**src/rtl/pip_ram.sv**
```systemverilog
`timescale 1ns / 1ps
// ----------------------------------------------------------------------------
// pip_ram: generic simple dual-port RAM
// One write port and one read port, read data registered.
// ----------------------------------------------------------------------------
module pip_ram #(
  parameter int unsigned WIDTH = 32,
  parameter int unsigned DEPTH = 16
) (
  input  logic                     clk_i,
  input  logic                     wr_en_i,
  input  logic [$clog2(DEPTH)-1:0] wr_addr_i,
  input  logic [WIDTH-1:0]         wr_data_i,
  input  logic                     rd_en_i,
  input  logic [$clog2(DEPTH)-1:0] rd_addr_i,
  output logic [WIDTH-1:0]         rd_data_o
);

  logic [WIDTH-1:0] mem_q [DEPTH];
  logic [WIDTH-1:0] rd_data_q;

  always_ff @(posedge clk_i) begin
    if (wr_en_i) begin
      mem_q[wr_addr_i] <= wr_data_i;
    end
    if (rd_en_i) begin
      rd_data_q <= mem_q[rd_addr_i];
    end
  end

  assign rd_data_o = rd_data_q;

endmodule

```
**config.mk**
```make
export PLATFORM = sky130hd
export DESIGN_NAME = pip_ram
export DESIGN_NICKNAME = d
export VERILOG_FILES = /design/src/rtl/pip_ram.sv
export SDC_FILE = /design/constraint.sdc
export NUM_CORES = 1
export LEC_CHECK = 0
export ABC_CLOCK_PERIOD_IN_PS = 8860
export BUFFER_PORTS_ARGS = -buffer_cell sky130_fd_sc_hd__buf_2
export CORE_MARGIN = 3
export CORE_UTILIZATION = 55
export CTS_BUF_LIST = sky130_fd_sc_hd__clkbuf_16
export CTS_CLUSTER_DIAMETER = 200
export DETAILED_ROUTE_END_ITERATION = 10
export PLACE_DENSITY_LB_ADDON = 0.05
export SLEW_MARGIN = 20
export SYNTH_ARGS = -nofsm -noshare
export SYNTH_HDL_FRONTEND = slang
export SYNTH_SLANG_ARGS = --single-unit
```
**constraint.sdc**
```tcl
create_clock -name clk_i -period 8.86 [get_ports clk_i]
set_input_delay 0.443 -clock clk_i [delete_from_list [all_inputs] [get_ports clk_i]]
set_output_delay 0.443 -clock clk_i [all_outputs]
set_load 0.03 [all_outputs]
```
==> metrics.csv, run 1 <==
stage,metric,value,unit
synthesis,asr flop ratio synth,0,%
placed_design,placed cells,1355,
global_route,first-pass GRT wire length,63700,um
synthesis,"Cell Area, Synth",0.0202,mm2
critical_path,kind of critical path,input pin to flop,
timing,final slew viol count,0,
routing,DR vias,9127,
synthesis,post-synthesis sequential area ratio,81.0,%
critical_path,R2R setup slack,7.42,ns
critical_path,R2R depth,3,
cts,clk slew on worst S/H paths,0.06,ns
cts,clock root buffer,clkbuf_16,
global_route,pin count of the biggest net entering global routing,78,
timing,Slew @ Worst Pin,0.990,ns
cts,Max H-tree Level,2,
critical_path,worst stage delay on the critical path,0.70,ns
critical_path,CP Capture Type,flop,
routing,Remaining DRCs,0,
global_route,vias in the first global route,9585,
synthesis,Post-synth EDFFs,544,
cells_and_area,post-layout util,63.5,%
hold_path,Min-Delay Path Class,input pin to flop,
timing,Tcrit/Tclk final,28.6,%
die,Core ar.,0.0358,mm2
timing,Rel. slew slack,34.0,%
synthesis,"Top FF cell, synth",edfxtp_1,
die,Starting Density,56.3,%
global_route,GRT Overall Usage,23.0,%
die,Die W,198,um
timing,final setup fails,0,
routing,Detailed Route WL,43500,um
critical_path,crit start category,input pin,
die,total die area,0.0390,mm2
placed_design,Post-DP HPWL,20600,um
cts,"Clk Latency, worst-skew pair",0.58,ns
power,VDD IR max,0.000169,V
cts,post-CTS sizing,0,
critical_path,CP max-delay cell,buf_6,
critical_path,Worst path top cell family by delay,buffers and inverters,
critical_path,CP required,9.18,ns
run,max cap viols,0,
synthesis,post-synthesis cell type count,17,
cts,# Post-CTS Setup Buffers,0,
synthesis,#FFs+latches synth,544,
global_route,initial antenna violation count,2,
die,die height,198,um
global_route,total congestion overflow,0,
power,Total Power,0.00518,W
timing,final setup TNS,0,ns
cells_and_area,Final Cell Area,0.0228,mm2
routing,DR iter-0 viols,767,
routing,routed len/inst,30.0,um
cells_and_area,area grow syn2layout,12.8,%
critical_path,WP depth,5,
timing,Fin. Hold Viols,0,
timing,fin crit period,2.53,ns
cts,TritonCTS Buffers,53,
synthesis,Mapped Nets,881,
routing,DRT Pass-1 Iters,5,
power,Static Leak,7.33,nW
cells_and_area,post-route insts no fill,1451,
placed_design,DP Area,0.0212,mm2
critical_path,FF-to-FF Start,mem_q[2][31],
cells_and_area,Fillers,2391,
critical_path,"Cell Chain, Critical Path",clkbuf_8 -> buf_6 -> mux4_2 -> a22oi_1 -> nand2_1,
die,# rows,69,
routing,vias per cell,6.29,
power,pwr dens,227,mW/mm2
outcome,outcome,completed,
cts,CTS tree,built,
hold_path,hold_sp,wr_data_i[23],
hold_path,"Endpoint, Worst Hold",mem_q[3][23],
timing,Worst Skew,0.0154,ns
timing,RSZ-0062 raised after global routing,false,
timing,fmax,0.395,GHz
cts,hold buffer count at cts,0,
critical_path,CP bufs+invs,2,
critical_path,Critical R2R Capture,rd_data_o[31],
hold_path,cell depth of the worst hold path,1,
routing,antenna-violating nets left,0,
cts,clk sinks,544,
cells_and_area,share of layout cells above drive strength 1,31.6,%
cells_and_area,fin nets,992,
synthesis,syn_area_per_cell,24.1,um2
critical_path,Worst Path Max Fanout,77,
critical_path,CP arrival,2.86,ns
placed_design,gpl congestion,0.720,
die,io pins,75,
synthesis,Yosys warning total,0,
cts,maximum clock path buffer count,3,
synthesis,cells after synthesis,838,
placed_design,number of port buffers,74,
state kept, by name (all words and copies together) (netlist names):
| register | cells |
|---|---|
| mem_q | 512 |
| rd_data_o | 32 |
cell usage after synthesis (all sizes together), types with 2 or more instances:
| master | n | area (um2) |
|---|---|---|
| a22oi | 64 | 480 |
| buf | 26 | 159 |
| clkbuf | 17 | 63.8 |
| edfxtp | 544 | 16300 |
| mux4 | 128 | 2880 |
| nand2 | 33 | 124 |
| nand2b | 2 | 12.5 |
| nand3b | 2 | 15.0 |
| nor2 | 13 | 48.8 |
| nor2b | 2 | 12.5 |
| nor3 | 4 | 20.0 |
worst reg2reg max path, stage by stage (launching register included):
cell and delay, ns:
edfxtp_1 0.37, mux4_2 0.46, a22oi_1 0.20, nand2_1 0.12
routing by layer:
layer,part of all wire (%),global-route usage [%]
met3,5.9,3.46
met5,0.053,0
met1,38,30.4
met4,2.8,7.55
met2,53,39.9
how the worst max path moves through the flow:
stage,startpoint,to,slack [ns]
2_1_floorplan,wr_addr_i[2],mem_q[0][0],5.24
3_3_place_gp,rd_addr_i[0],rd_data_o[13],5.42
3_5_place_dp,rd_addr_i[0],rd_data_o[22],5.35
4_1_cts,rd_addr_i[0],rd_data_o[16],5.98
5_1_grt,rd_addr_i[0],rd_data_o[16],6.07
6_report,rd_addr_i[0],rd_data_o[22],6.33
cells in the final DEF, fill, tap and decap left out:
cell / netlist / routed
clkbuf_8: 0 / 1
or3b_2: 1 / 1
edfxtp_1: 544 / 544
bufinv_16: 0 / 1
nand3_1: 1 / 1
clkinv_2: 0 / 12
nor2_4: 0 / 13
mux4_2: 128 / 128
buf_6: 2 / 1
buf_4: 11 / 25
a22oi_1: 64 / 64
inv_1: 0 / 18
clkbuf_16: 0 / 53
diode_2: 0 / 1
nand2_1: 33 / 33
nor2b_4: 0 / 2
and2_1: 1 / 1
nor3_2: 0 / 4
buf_2: 4 / 72
nand3b_1: 2 / 2
clkinv_1: 0 / 11
nand2b_1: 2 / 2
area by class of cell:
type | count | area (um2) | area share (%)
flip-flops and latches | 544 | 16300 | 71.8
multi-input cells | 251 | 3750 | 16.5
clock buffers | 53 | 1330 | 5.83
clock inverters | 42 | 199 | 0.874
well taps | 461 | 577 | 2.53
repair buffers | 99 | 573 | 2.52
diodes | 1 | 2.50 | 0.0110
cells by family after synthesis:
| family | Yosys count | share of synthesized area (%) |
|---|---|---|
| and+or+nand+nor | 59 | 1.25 |
| buffers and inverters | 43 | 1.10 |
| AOI/OAI and AO/OA | 64 | 2.38 |
| muxes | 128 | 14.3 |
| DFF | 544 | 81.0 |
where the power goes:
group | internal [W] | total [W] | switching (W)
registers | 0.00290 | 0.00292 | 0.0000154
clock network | 0.00110 | 0.00200 | 0.000891
logic | 0.0000981 | 0.000265 | 0.000167
through the flow:
stage,worst slack [ns],hold WS [ns]
6_report,6.33,0.237
5_1_grt,6.07,0.224
4_1_cts,5.98,0.201
3_5_place_dp,5.35,0.727
3_3_place_gp,5.42,0.726
2_1_floorplan,5.24,0.542
Note: power is estimated with default switching activity, not from simulation.
==> run 2: changes to the inputs <==
Settings changed: ABC_CLOCK_PERIOD_IN_PS 8860 to 2600.
Clock period 8.86 ns to 2.6 ns, I/O delays scaled along.
==> metrics.csv, run 2 (synthesized netlist as in run 1, its figures left out) <==
stage,metric,value,unit,change
outcome,outcome,completed,,
power,Seq pwr share,55.3,%,-1.0 points
critical_path,R2R depth,3,,unchanged
cells_and_area,fin nets,1032,,+4.0%
cells_and_area,Antenna diodes,0,,-1
critical_path,kind of critical path,flop to flop,,
global_route,initial antenna violation count,1,,-1
die,Core ar.,0.0358,mm2,unchanged
placed_design,Place WS,0.633,ns,-4.72 ns
power,internal power,0.0143,W,+250%
critical_path,CP arrival,1.80,ns,-1.06 ns
timing,final setup TNS,0,ns,unchanged
run,max cap viols,0,,unchanged
power,VDD IR max,0.000578,V,+240%
cells_and_area,number of flip-flops in the largest register,512,,unchanged
cts,clk slew on worst S/H paths,0.06,ns,about the same
critical_path,"Cell Chain, Critical Path",mux4_2 -> a22oi_1 -> nand2_1,,
die,Starting Density,56.3,%,unchanged
timing,Tcrit/Tclk final,56.6,%,
die,die height,198,um,unchanged
routing,DR vias,9220,,+1.0%
cells_and_area,share of layout cells above drive strength 1,31.0,%,-0.60 points
critical_path,Worst Path Max Fanout,1,,-99%
cells_and_area,Fillers,2250,,-5.9%
die,total die area,0.0390,mm2,unchanged
routing,DR iter-0 viols,741,,-3.4%
routing,Remaining DRCs,0,,unchanged
timing,Worst Skew,0.0160,ns,+0.000585 ns
critical_path,FF-to-FF Start,mem_q[3][17],,
global_route,total congestion overflow,0,,unchanged
global_route,GRT Overall Usage,22.6,%,-0.31 points
cts,CTS tree,built,,
critical_path,Critical R2R Capture,rd_data_o[17],,
die,Die W,198,um,unchanged
timing,Final WS setup,1.13,ns,-5.20 ns
cells_and_area,largest register by flop count,mem_q,,
global_route,first-pass GRT wire length,63300,um,-0.63%
timing,final setup fails,0,,unchanged
routing,routed len/inst,28.6,um,-4.4%
critical_path,Setup crit end,rd_data_o[17],,
timing,final slew viol count,0,,unchanged
cells_and_area,"commonest non-fill, non-tap cell in the layout",edfxtp_1,,
cts,TritonCTS Buffers,53,,unchanged
critical_path,R2R setup slack,1.13,ns,-6.29 ns
power,Sw Ratio,20.5,%,-0.25 points
power,NetSw,0.00368,W,+240%
global_route,pin count of the biggest net entering global routing,73,,-6.4%
placed_design,number of port buffers,74,,unchanged
cells_and_area,multi-input combinational cell area,0.00377,mm2,+0.70%
timing,fmax,0.679,GHz,
cells_and_area,area grow syn2layout,16.6,%,
power,Static Leak,7.64,nW,+4.1%
routing,vias per cell,6.17,,-2.0%
critical_path,CP max-delay cell,mux4_2,,
cells_and_area,post-layout util,65.6,%,+2.1 points
cts,Max H-tree Level,2,,unchanged
cts,post-CTS sizing,0,,unchanged
critical_path,Worst path top cell family by delay,multiplexers,,
power,pwr dens,764,mW/mm2,+240%
cells_and_area,most frequent cells in the layout,"edfxtp_1, mux4_2, buf_2",,
cts,clk sinks,544,,unchanged
routing,Detailed Route WL,42800,um,-1.5%
cts,maximum clock path buffer count,3,,unchanged
power,clock share of power,39.2,%,+0.6 points
critical_path,worst stage delay on the critical path,0.50,ns,-0.20 ns
critical_path,CP required,2.93,ns,-6.25 ns
critical_path,crit start category,flop,,
power,logic gate share of total power,5.5,%,+0.4 points
cells_and_area,FF+latch area,0.0163,mm2,unchanged
timing,Fin. Hold Viols,0,,unchanged
placed_design,gpl congestion,0.735,,+2.0%
critical_path,CP startpoint,mem_q[3][17],,
cts,"Clk Latency, worst-skew pair",0.58,ns,about the same
hold_path,Min-Delay Path Class,input pin to flop,,
timing,fin crit period,1.47,ns,
timing,RSZ-0062 raised after global routing,false,,
critical_path,WP depth,3,,-2
timing,Slew @ Worst Pin,0.749,ns,-0.241 ns
global_route,vias in the first global route,9642,,+0.59%
hold_path,cell depth of the worst hold path,4,,+3
routing,DRT Pass-1 Iters,6,,+1
placed_design,Post-DP HPWL,20800,um,+1.1%
cts,clock root buffer,clkbuf_16,,
die,io pins,75,,unchanged
timing,Rel. slew slack,50.1,%,+16 points
routing,antenna-violating nets left,0,,unchanged
critical_path,CP Capture Type,flop,,
die,# rows,69,,unchanged
critical_path,CP bufs+invs,0,,-2
==> run 2: metal layers <==
layer  GRT usage, %  wire (um)  vias up
li1               -          -     3912
met1           30.6      17100     4917
met2           38.9      22300      312
met3           3.68       2430       77
met4           6.92       1020        2
met5              0          9        -
==> run 2: per-stage QoR <==
| step | std cells | instance area [um2] | hold WS (ns) | power (W) |
|---|---|---|---|---|
| 6_report | 1495 | 23500 | 0.110 | 0.0180 |
| 5_1_grt | 1495 | 23500 | 0.126 | 0.0186 |
| 4_1_cts | 1495 | 23500 | 0.0909 | 0.0181 |
| 3_5_place_dp | 1363 | 21600 | 0.495 | 0.0111 |
| 3_3_place_gp | 1363 | 21600 | 0.467 | 0.0110 |
| 2_1_floorplan | 838 | 20200 | 0.229 | 0.0107 |
==> run 2: layout make-up <==
type,count,share of cell area [%]
flip-flops and latches,544,69.5
multi-input cells,251,16.1
clock buffers,55,5.85
repair buffers,139,5.16
well taps,461,2.45
clock inverters,45,1.02
==> run 2: worst min-delay path by stage <==
stage	start	to	slack, ns
final	rd_addr_i[1]	rd_data_o[10]	0.11
after global routing	rd_addr_i[1]	rd_data_o[10]	0.13
after CTS	rd_addr_i[1]	rd_data_o[10]	0.09
after detailed placement	wr_data_i[29]	mem_q[9][29]	0.49
after global placement	wr_data_i[17]	mem_q[12][17]	0.47
after floorplan	wr_data_i[0]	mem_q[0][0]	0.23
==> run 2: timing repair <==
item | 4_1_cts | 5_1_grt
hold buffers | 32 | 0
buffers inserted | 0 | 0
setup endpoints to repair | 0 | 0
hold endpoints to repair | 512 | 0
==> run 2: worst reg2reg max path: stages (launching register included) <==
cell and delay, ns:
edfxtp_1 0.39, mux4_2 0.50, a22oi_1 0.24, nand2_1 0.09
==> run 2: power by group through the flow <==
stage	clock, W	combinational [W]	sequential (W)
after floorplan	0	0.000472	0.0102
after global placement	0	0.000934	0.0101
after detailed placement	0	0.000959	0.0101
after CTS	0.00718	0.00100	0.00994
after global routing	0.00756	0.00106	0.00994
final	0.00703	0.000986	0.00993
